==> config.mk <==
export PLATFORM = sky130hd
export DESIGN_NAME = card_cipher_mac_check_unit
export DESIGN_NICKNAME = d
export VERILOG_FILES = /design/src/ccm_pkg.sv /design/src/ccm_tick.sv /design/src/card_cipher_mac_check_unit.sv
export SDC_FILE = /design/constraint.sdc
export NUM_CORES = 1
export LEC_CHECK = 0
export BUFFER_PORTS_ARGS = -buffer_cell sky130_fd_sc_hd__buf_2
export CAP_MARGIN = 20
export CORE_MARGIN = 3
export CORE_UTILIZATION = 51
export CTS_CLUSTER_DIAMETER = 80
export DETAILED_ROUTE_END_ITERATION = 7
export GPL_ROUTABILITY_DRIVEN = 0
export PLACE_DENSITY = 0.83
export SKIP_CTS_REPAIR_TIMING = 1
export SLEW_MARGIN = 20
export SYNTH_ARGS = -nofsm -noshare
export SYNTH_HDL_FRONTEND = slang
export SYNTH_SLANG_ARGS = --single-unit
export TNS_END_PERCENT = 10
==> constraint.sdc <==
create_clock -name clk -period 9.22 [get_ports clk]
set_input_delay 0.461 -clock clk [delete_from_list [all_inputs] [get_ports clk]]
set_output_delay 0.461 -clock clk [all_outputs]
set_load 0.03 [all_outputs]
==> src/ccm_pkg.sv <==
// Shared types and constants for the card cipher MAC check unit.
package ccm_pkg;

  localparam int unsigned KeyW          = 64;
  localparam int unsigned ChallengeBits = 96;
  localparam int unsigned MacBits       = 32;
  localparam int unsigned TotalCycles   = ChallengeBits + MacBits;
  localparam int unsigned CntW          = $clog2(TotalCycles);

  localparam logic [15:0] TapInit   = 16'hE012;
  localparam logic [7:0]  FbInit    = 8'h4C;
  localparam logic [7:0]  KeyXor    = 8'h4C;
  localparam logic [7:0]  LeftAdd   = 8'hEC;
  localparam logic [7:0]  RightAdd  = 8'h21;

  // One input transfer
  typedef struct packed {
    logic [63:0] challenge_low;
    logic [31:0] challenge_high;
    logic [31:0] expected_mac;
  } in_item_t;

  // One result transfer
  typedef struct packed {
    logic [31:0] mac_value;
    logic        mac_equal;
  } out_item_t;

  // Cipher state moved through the tick unit
  typedef struct packed {
    logic [15:0] tap;
    logic [7:0]  fb;
    logic [7:0]  lb;
    logic [7:0]  rb;
  } cipher_state_t;

  typedef enum logic [1:0] {
    ST_IDLE = 2'b01,
    ST_RUN  = 2'b10
  } seq_state_t;

endpackage

==> src/ccm_tick.sv <==
// Cipher tick unit: one step of the cipher state for one input bit.
module ccm_tick
  import ccm_pkg::*;
(
  input  cipher_state_t cur,
  input  logic          y,
  input  logic [63:0]   key,
  output cipher_state_t nxt
);

  logic       c0, c1, c2, c3, c4, c5, c6, c7;
  logic       tt, bt;
  logic       z0, z1, z2;
  logic [2:0] sel;
  logic [7:0] kb, fb_new, v, nr;

  always_comb begin
    // c0 is the msb of the right byte
    c0 = cur.rb[7]; c1 = cur.rb[6]; c2 = cur.rb[5]; c3 = cur.rb[4];
    c4 = cur.rb[3]; c5 = cur.rb[2]; c6 = cur.rb[1]; c7 = cur.rb[0];

    tt = cur.tap[15] ^ cur.tap[14] ^ cur.tap[10] ^ cur.tap[8]
       ^ cur.tap[5] ^ cur.tap[4] ^ cur.tap[1] ^ cur.tap[0];
    bt = cur.fb[6] ^ cur.fb[5] ^ cur.fb[4] ^ cur.fb[0];

    fb_new = {bt ^ c7, cur.fb[7:1]};

    z0 = (c0 & c2) ^ (c1 & ~c3) ^ (c2 | c4);
    z1 = (c0 | c2) ^ (c5 | c7) ^ c1 ^ c6 ^ tt ^ y;
    z2 = (c3 & ~c5) ^ (c4 & c6) ^ c7 ^ tt;
    sel = {z0, z1, z2};

    // key byte select
    kb = key[{sel, 3'b000} +: 8];
    v  = kb ^ fb_new;
    nr = v + cur.lb;

    nxt.tap = {tt ^ c0 ^ c4, cur.tap[15:1]};
    nxt.fb  = fb_new;
    nxt.rb  = nr;
    nxt.lb  = nr + cur.rb;
  end

endmodule

==> src/card_cipher_mac_check_unit.sv <==
// Top level: sequencer, state registers and result register around the tick unit.
// From the start transfer to the result strobe, the run does 96 challenge ticks, then 32 MAC
// bit captures with 31 blank ticks, one per cycle.
// A new start is taken only in idle; busy stays high for the whole run, then drops
// for the cycle in which the strobe shows and the next start can be taken.
// The result strobe lasts one cycle and cannot be stalled.
// Reset (rst_n low, synchronous) clears the sequencer, strobe and key register.
module card_cipher_mac_check_unit
  import ccm_pkg::*;
(
  input  logic        clk,
  input  logic        rst_n,
  input  logic        start,
  output logic        busy,
  input  in_item_t    in_item,
  output logic        out_strobe,
  output out_item_t   out_item,
  input  logic        cfg_we,
  input  logic [KeyW-1:0] cfg_wdata
);

  seq_state_t           state_r, state_nxt;
  logic [CntW-1:0]      cnt_r, cnt_nxt;
  logic [KeyW-1:0]      key_r;
  cipher_state_t        cs_r, cs_nxt, cs_tick;
  logic [ChallengeBits-1:0] chal_r, chal_nxt;
  logic [MacBits-1:0]   mac_r, mac_nxt, exp_r;
  logic                 out_strobe_r, out_strobe_nxt;
  out_item_t            out_item_r, out_item_nxt;
  logic                 accept, in_phase, last;
  logic                 tick_y;
  logic [7:0]           k0;

  assign accept   = start && (state_r == ST_IDLE);
  assign in_phase = (cnt_r < CntW'(ChallengeBits));
  assign last     = (cnt_r == CntW'(TotalCycles - 1));
  assign tick_y   = in_phase & chal_r[0];
  assign k0       = key_r[7:0] ^ KeyXor;

  ccm_tick u_tick (
    .cur (cs_r),
    .y   (tick_y),
    .key (key_r),
    .nxt (cs_tick)
  );

  // sequencer and datapath next state
  always_comb begin
    state_nxt      = state_r;
    cnt_nxt        = cnt_r;
    cs_nxt         = cs_r;
    chal_nxt       = chal_r;
    mac_nxt        = mac_r;
    out_strobe_nxt = 1'b0;
    out_item_nxt   = out_item_r;
    unique case (state_r)
      ST_IDLE: begin
        if (accept) begin
          state_nxt = ST_RUN;
          cnt_nxt   = '0;
          cs_nxt.tap = TapInit;
          cs_nxt.fb  = FbInit;
          cs_nxt.lb  = k0 + LeftAdd;
          cs_nxt.rb  = k0 + RightAdd;
          chal_nxt  = {in_item.challenge_high, in_item.challenge_low};
          mac_nxt   = '0;
        end
      end
      ST_RUN: begin
        cnt_nxt = cnt_r + 1'b1;
        if (in_phase) begin
          chal_nxt = {1'b0, chal_r[ChallengeBits-1:1]};
          cs_nxt   = cs_tick;
        end else begin
          // capture MAC bit, lsb first through the top of the shifter
          mac_nxt = {cs_r.rb[2], mac_r[MacBits-1:1]};
          if (!last) begin
            cs_nxt = cs_tick;
          end
        end
        if (last) begin
          state_nxt              = ST_IDLE;
          out_strobe_nxt         = 1'b1;
          out_item_nxt.mac_value = mac_nxt;
          out_item_nxt.mac_equal = (mac_nxt == exp_r);
        end
      end
      default: state_nxt = ST_IDLE;
    endcase
  end

  // control registers
  always_ff @(posedge clk) begin
    if (!rst_n) begin
      state_r      <= ST_IDLE;
      cnt_r        <= '0;
      out_strobe_r <= 1'b0;
      key_r        <= '0;
    end else begin
      state_r      <= state_nxt;
      cnt_r        <= cnt_nxt;
      out_strobe_r <= out_strobe_nxt;
      if (cfg_we) begin
        key_r <= cfg_wdata;
      end
    end
  end

  // payload registers
  always_ff @(posedge clk) begin
    cs_r       <= cs_nxt;
    chal_r     <= chal_nxt;
    mac_r      <= mac_nxt;
    out_item_r <= out_item_nxt;
    if (accept) begin
      exp_r <= in_item.expected_mac;
    end
  end

  assign busy       = (state_r == ST_RUN);
  assign out_strobe = out_strobe_r;
  assign out_item   = out_item_r;

endmodule

* Word-level counts from Yosys, hierarchy flattened
Cells that the tools add are included.
** Operators by class
- Shift-type cells :: 1
- Divide/modulo/power cells :: 0
- Muxes and demuxes :: 17
- $add $sub $neg :: 5
- Order comparisons :: 1
- Bitwise logic cells :: 35
- Multiply operators :: 0
- Reduce and logical (&&, ||, !) cells :: 8
- Equal/unequal tests :: 8
** Operator list (number)
- 2-to-1 mux 96 bit :: 2
- one-hot mux 96 bit (2 select lines) :: 1
- 2-to-1 mux 40 bit :: 3
- 2-to-1 mux 32 bit :: 3
- one-hot mux 40 bit (2 select lines) :: 1
- one-hot mux 32 bit (2 select lines) :: 1
- indexed part select 64 x 7 -> 8 bit :: 1
- == test 32 bit :: 1
- bitwise XOR 1 bit :: 23
- adder 8 bit :: 2
- one-hot mux 7 bit (2 select lines) :: 1
- adder 8 x 6 -> 8 bit, second input constant :: 1
- adder 8 bit, second input constant :: 1
- AND reduction 2 bit :: 4
- bitwise XOR 8 bit :: 1
- adder 7 x 1 -> 7 bit, second input constant :: 1
- == test 7 bit, second input constant :: 1
- less-than comparator 7 bit, second input constant :: 1
- 2-to-1 mux 7 bit :: 1
- AND reduction 3 bit :: 2
- bitwise AND 1 bit :: 5
- 2-to-1 mux 2 bit :: 2
- inequality test 2 x 1 -> 1 bit, second input constant :: 2
- one-hot mux 2 bit (2 select lines) :: 1
- 10 further kinds :: 13
** Word-level totals
- Input port bits :: 196
- Bits in latches :: 0
- Output and inout port bits :: 35
- Memory bits (writable) :: 0
- Logic and storage cells :: 88
- Memories kept :: 0
- Bits in read-only memories :: 0
- Flip-flop bits (word level) :: 307

* Logic depth before layout (Yosys ltp)
Gate-level depths: netlist (run 1).
- Depth after elaboration :: 16
- Depth in mapped cells :: 24
- Depth with buffers taken out :: 22

* Hierarchy
From an unflattened synthesis (run 1), not the netlist that was laid out.
** Unflattened totals
- Cells, all modules :: 1098
- Area, all modules :: 14585.2 µm²
** By module, submodules not included
- card_cipher_mac_check_unit :: sequential area each 8478.1 µm², instances 1, area an instance 12990.0 µm², cells each 931
- ccm_tick :: sequential area each 0.0 µm², instances 1, area an instance 1595.3 µm², cells each 167

* Worst setup path before layout (run 1)
OpenSTA, ideal clock, no wires.
- Path type :: register -> register
- Start :: register state_r[0]
- End :: register chal_r[0], enable pin
- Slack :: -0.056 ns
- Clock period less this slack :: 9.276 ns
- Path buffers :: 3
- Library setup time :: 0.723 ns
- Arrival :: 8.553 ns
- Cell stages (with the launch flop) :: 7
- Data required time :: 8.497 ns
- Path through :: dfxtp_1 -> inv_1 -> ha_1 -> clkbuf_1 -> clkbuf_1 -> clkbuf_1 -> a311oi_1
** Between the ends
- Elaborated cells between the ends (all ways) :: 7
- Classes of those cells :: 4 x eq/ne; 3 x reduce/logical
** RTL lines
- start: declaration :: RTL line card_cipher_mac_check_unit.sv:22 : seq_state_t state_r, state_nxt;
- start signal: assignment :: RTL line card_cipher_mac_check_unit.sv:100 : state_r <= state_nxt;
- == test 2 bit *
- via busy :: RTL line card_cipher_mac_check_unit.sv:14 : output logic busy,
- inequality test 2 x 1 -> 1 bit (no source line) or nonzero test 2 bit (tied branches)
- AND reduction 3 bit (no source line) *
- end signal: assignment :: RTL line card_cipher_mac_check_unit.sv:112 : chal_r <= chal_nxt;
- end: declaration :: RTL line card_cipher_mac_check_unit.sv:26 : logic [ChallengeBits-1:0] chal_r, chal_nxt;
The timed path passes the listed nets; every way through them passes the cells marked *.
A chain may end at the register's enable or synchronous reset.

==> results of run 1 <==
## report_power, final
group / leakage [nW] / internal (mW) / switching [mW] / total (mW)
logic: 3.33 / 0.647 / 0.716 / 1.36
clock network: 0.541 / 0.784 / 0.554 / 1.34
registers: 2.83 / 1.67 / 0.0661 / 1.74
## worst paths after layout
path | cells past startpoint | slack [ns] | to | startpoint
setup / recovery | 20 | 3.86 | cs_r[15]$_DFFE_PP_ | cs_r[25]$_SDFFCE_PN1P_
hold / removal | 1 | 0.11 | exp_r[26]$_DFFE_PP_ | in_item[26]
setup reg to reg | 20 | 3.86 | cs_r[15]$_DFFE_PP_ | cs_r[25]$_SDFFCE_PN1P_
hold reg to reg | 1 | 0.49 | state_r[0]$_SDFFE_PN1P_ | state_r[0]$_SDFFE_PN1P_
## per-stage QoR
| step | instances | instance area (um2) |
|---|---|---|
| after detailed placement | 1501 | 15320 |
| final | 1565 | 16470 |
| after global routing | 1565 | 16470 |
| after global placement | 1501 | 15310 |
| after floorplan | 972 | 13810 |
| after CTS | 1563 | 16440 |
## area by class of cell
cell class | count | area [um2] | share of cell area, %
antenna | 1 | 2.502 | 0.01520
tap | 335 | 419.2 | 2.546
sequential | 307 | 8478 | 51.49
multi-input combinational | 575 | 5031 | 30.55
clock buffer | 43 | 935.9 | 5.684
inverter | 45 | 168.9 | 1.026
clock inverter | 19 | 181.4 | 1.102
timing repair buffer | 240 | 1249 | 7.584
## metal layers
metal  up-vias  wire length (um)  global-route usage [%]
met1      3998             11990                   25.61
li1       3954                 -                       -
met4         6               707                   5.855
met3        60              2181                   5.938
met2       250             13780                   31.09
met5         -                25                       0
## flip-flops by register name, summed over array words and instances (netlist names)
signal,flops
out_item,33
cs_r,40
exp_r,32
chal_r,96
cnt_r,7
key_r,64
out_strobe,1
mac_r,32
state_r,2
## worst register-to-register path, delay by kind of cell, from the launching register on
family	cells	cell delay, ns
AOI/OAI and AO/OA	6	1.05
xor gates and xnor gates	7	1.91
adders and majority gates	3	0.95
DFF	1	0.42
buffers and inverters	2	0.14
muxes	2	0.60
## layout by cell type (no fill, tap or decap), types with 14 or more instances in the layout
master and instances:
mux2i_1 107, xor2_1 21, and2_1 20, ha_1 20
buf_2 229, dfxtp_1 74, o21ai_0 14, mux2_2 100
inv_1 44, nor2b_1 68, edfxtp_1 233, xnor2_1 64
clkbuf_16 35, nor2_1 52, nand2_1 14, a21oi_1 22
## logic make-up (layout without fill, tap and decap cells)
kind of cell / count (synthesis) / in the layout / share of synthesized area [%]
other: 0 / 1 / 0
xor gates and xnor gates: 89 / 89 / 5.865
adders and majority gates: 23 / 23 / 2.194
and+or+nand+nor: 188 / 188 / 7.279
muxes: 222 / 222 / 18.50
AOI/OAI and AO/OA: 53 / 53 / 2.212
DFF: 307 / 307 / 61.42
buffers and inverters: 90 / 347 / 2.529
==> results.cfg, run 1 <==
[outcome]
status = completed

[power_and_ir_drop]
ir_drop_uv = 221.0
p_total_mw = 4.442
p_leak_nw = 6.701
power_density_mw_per_mm2 = 269.7

[floorplan]
die_h_um = 170.5
dieArea_mm2 = 0.02908
rows = 59
fp.dieW_um = 170.5
ios = 231
initial_core_util_pct = 52.38
core_mm2 = 0.02635

[critical_path]
cp_data_arrival_time_ns = 5.58
cp_max_fo = 15
cp_slowest_stage_delay_ns = 0.83
path_class = register to register
cpLargestDelayFamily = XOR/XNOR gates
path_common_cell = xnor2_1
critPathLaunchType = register
cpMaxStageDelayCell = xnor2_2
critical_path_buf_inv_count = 2
worstSetupEndpointType = register
path_cells = xnor2_1 > xnor2_1 > xnor2_2 > xnor2_2 > mux4_1 > mux2i_1 > xnor2_1 > ha_1 > inv_1 > fa_1 > inv_1 > ha_1 > a21o_1 > a21oi_1 > o21bai_1 > a21oi_1 > o21ai_0 > xor2_1 > xnor2_1 > a21oi_1
worstPathRequired_ns = 9.45

[global_routing]
grt_pass1_vias = 8472
antenna_found_initial = 4
grt_max_degree = 81
grt_pass1_wl_um = 44790
overflow = 0
grt_usage_pct = 19.38

[sta]
slew_headroom_pct = 27.09
drv_slew = 0
min_period_over_period_pct = 58.11
tightestPinTransition_ns = 1.090
fmax_mhz = 186.7
setup_viol = 0
holdWs_ns = 0.1053
finalHoldViolCount = 0
rsz0062_at_grt = no
worst_slack_ns = 3.863
final.setup.tns_ns = 0
min_period_ns = 5.357
finClkSkew_ns = 0.03277

[placement]
port_buffers = 230
dpl.hpwl_um = 19490
dp_slack_ns = 3.941

[synthesis]
yosysSeqAreaShare_pct = 61.42
ys_ff_latch = 307
avgSynthCellArea_um2 = 14.20
netlist.area_leader.share_pct = 50.69
synth_cells = 972
synthesis.nets = 1191
syn-cell-area_mm2 = 0.01380
ys_types = 42
ys_top_cells_by_count = edfxtp_1, mux2i_1, mux2_2, dfxtp_1, nor2b_1
synth_most_common_cell = edfxtp_1
synth_ff_type = edfxtp_1
yosys-top-cells-area = edfxtp_1, dfxtp_1, mux2_2
async_flop_share_pct = 0
yosys.area.top_type = edfxtp_1
ys_warn_count = 0
synth_edf_count = 233

[route]
via_per_inst = 5.283
drcViolationCount = 0
routedWlPerCell_um = 18.33
drt-initial-drc-count = 570
via_count = 8268
dr.pass1.iters = 4
ant_nets = 0
wl_um = 28690

[cells_and_area]
nets = 1423
syn2layout_area_growth_pct = 19.29
nFillCells = 1947
drive_above_1_share_pct = 33.36
fin_util_pct = 62.48

[clocking]
cts.reportedPaths.clkPinSlew_ns = 0.06
clk_path_buf_depth = 3
cts_buffers = 35
htree_levels = 2
tritoncts = built
clock_sinks = 307
worstSkewPairLatency_ns = 0.53
root_buffer = clkbuf_16

[worst_hold_path]
hp-class = input pin to register

[job]
maxCapViolCount = 0
No activity file was read; power rests on OpenSTA's default activity.
==> run 2: changes to the inputs <==
- CORE_UTILIZATION: 51 -> 55
- PLACE_DENSITY: 0.83 -> 0.85
- clock period: 9.22 -> 5.5 ns (I/O delays scaled with it)
==> run 2 against run 1 <==
Clock skew decreased by 0.0040 ns. Sequential cell count unchanged. Non-clock buffer count is 36 higher. Die area is 7.0% lower. Final cell count is 1.4% higher. Utilization up 6.3 points. Cell area grew 2.2%. Routed wire length up 3.4%. Maximum frequency rose by 4.3%. Worst hold slack worse by 0.081 ns. Critical path type unchanged. Largest cell class unchanged. Largest power group unchanged.
==> results.cfg, run 2 (synthesis gave the netlist of run 1 again) <==
[critical_path]
path_class = register to register
r2r_start = cs_r[32]$_SDFFCE_PN0P_
cpLargestDelayFamily = XOR/XNOR gates
cp_max_fo = 13
reg2reg_to = cs_r[15]$_DFFE_PP_
cp.depth = 23
worstPathRequired_ns = 5.73
cp_slowest_stage_delay_ns = 0.49
critical_path_buf_inv_count = 5
critPathLaunch = cs_r[32]$_SDFFCE_PN0P_
crit_end = cs_r[15]$_DFFE_PP_
cpMaxStageDelayCell = fa_1
r2r_setup_slack_ns = 0.36
cp_data_arrival_time_ns = 5.36
critPathLaunchType = register
worstSetupEndpointType = register
path_common_cell = xnor2_1
path_cells = xnor2_1 > xnor2_1 > xnor2_2 > buf_4 > buf_4 > xnor2_2 > buf_4 > mux4_2 > mux2i_1 > xnor2_1 > ha_1 > inv_1 > fa_1 > inv_1 > ha_1 > a21o_1 > a21oi_1 > o21bai_1 > a21oi_1 > o21ai_1 > xor2_1 > xnor2_1 > a21oi_1
reg2reg_depth = 23

[floorplan]
initial_core_util_pct = 56.43
core_mm2 = 0.02446
rows = 57
die_h_um = 164.4
fp.dieW_um = 164.4
dieArea_mm2 = 0.02703
ios = 231

[cells_and_area]
syn2layout_area_growth_pct = 21.86
mostFrequentLayoutCells = edfxtp_1, buf_2, mux2i_1
regMostFlops = chal_r
final_common_cell = edfxtp_1
top_regs = chal_r: 96 flops, key_r: 64 flops, cs_r: 40 flops
drive_above_1_share_pct = 32.78
nets = 1458
n_antenna_cell = 0
register_area_mm2 = 0.008478
nFillCells = 1660
largest_reg_flops = 96
fin_util_pct = 68.76
multi_input_area_mm2 = 0.005044

[route]
wl_met3_um = 2271
route.top_layer_used = met5
wl_met1_um = 12230
ant_nets = 0
wl_um = 29680
routedWlPerCell_um = 18.70
dr.pass1.iters = 5
drcViolationCount = 0
wl_met2_um = 14420
via_per_inst = 5.373
via_count = 8527
drt-initial-drc-count = 596

[sta]
rsz0062_at_grt = no
slew_headroom_pct = 27.93
drv_slew = 0
min_period_ns = 5.136
setup_viol = 0
final.setup.tns_ns = 0
finalHoldViolCount = 0
finClkSkew_ns = 0.02880
min_period_over_period_pct = 93.38
fmax_mhz = 194.7
tightestPinTransition_ns = 1.077

[clocking]
clk_path_buf_depth = 3
cts_buffers = 34
worstSkewPairLatency_ns = 0.51
tritoncts = built
clock_sinks = 307
htree_levels = 2
cts.reportedPaths.clkPinSlew_ns = 0.07
root_buffer = clkbuf_16

[global_routing]
grt_usage_pct = 21.31
overflow = 0
grt_max_degree = 84
grt_pass1_vias = 8708
grt_pass1_wl_um = 45250
antenna_found_initial = 4

[worst_hold_path]
hp-class = input pin to register

[outcome]
status = completed

[job]
maxCapViolCount = 0

[power_and_ir_drop]
ir_drop_uv = 336.0
power_density_mw_per_mm2 = 454.3
p_leak_nw = 6.870

[placement]
dpl.hpwl_um = 19620
port_buffers = 230
[run 2: cell count changes in the layout (fill, tap and decap cells not counted), moves of 3 or more]
cell	change
clkinv_2	-3
buf_4	+3
dlygate4sd3_1	+32
clkinv_4	+3
inv_6	+3
[run 2: how the worst min path moves through the flow]
stage | depth (start not counted) | slack, ns | endpoint | from
2_1_floorplan | 0 | 0.37 | exp_r[0]$_DFFE_PP_ | in_item[0]
3_3_place_gp | 1 | 0.45 | exp_r[17]$_DFFE_PP_ | in_item[17]
3_5_place_dp | 1 | 0.45 | exp_r[10]$_DFFE_PP_ | in_item[10]
4_1_cts | 1 | -0.07 | exp_r[26]$_DFFE_PP_ | in_item[26]
5_1_grt | 3 | 0.02 | key_r[5]$_SDFFE_PN0P_ | cfg_wdata[5]
6_report | 3 | 0.02 | key_r[55]$_SDFFE_PN0P_ | cfg_wdata[55]
[run 2: worst register-to-register path, cell delays in order (launching register included)]
cell,delay [ns]
edfxtp_1,0.41
xnor2_1,0.16
xnor2_1,0.28
xnor2_2,0.11
buf_4,0.17
buf_4,0.14
xnor2_2,0.22
buf_4,0.28
mux4_2,0.34
mux2i_1,0.19
xnor2_1,0.15
ha_1,0.21
inv_1,0.07
fa_1,0.49
inv_1,0.08
ha_1,0.28
a21o_1,0.19
a21oi_1,0.23
o21bai_1,0.10
a21oi_1,0.26
o21ai_1,0.15
xor2_1,0.16
xnor2_1,0.15
a21oi_1,0.08
[run 2: cell type report]
class | instances | area share, %
flip-flops and latches | 307 | 50.40
multi-input cells | 575 | 29.98
repair buffers | 276 | 9.528
clock buffers | 41 | 5.400
well taps | 324 | 2.410
clock inverters | 19 | 1.272
inverters | 45 | 1.004
[run 2: per-stage QoR]
step | setup WS (ns) | area (um2) | hold WS, ns | std cells | total power, mW
3_5_place_dp | 0.3238 | 15310 | 0.4531 | 1491 | 5.254
6_report | 0.3639 | 16820 | 0.02391 | 1587 | 7.641
4_1_cts | 0.2571 | 16430 | -0.07272 | 1551 | 7.585
3_3_place_gp | 0.6057 | 15310 | 0.4533 | 1491 | 5.156
5_1_grt | 0.06610 | 16820 | 0.02059 | 1587 | 8.059
2_1_floorplan | 0.4431 | 13820 | 0.3739 | 972 | 4.738
[run 2: power by group]
| part | internal, mW | total [mW] | switching (mW) |
|---|---|---|---|
| clock | 1.38 | 2.30 | 0.922 |
| combinational | 1.16 | 2.42 | 1.26 |
| sequential | 2.81 | 2.92 | 0.115 |
[run 2: metal layers]
layer  up-vias  GRT usage (%)
met3        64          6.245
met1      4134          28.03
met5         -              0
li1       4035              -
met4         8          6.329
met2       286          34.63
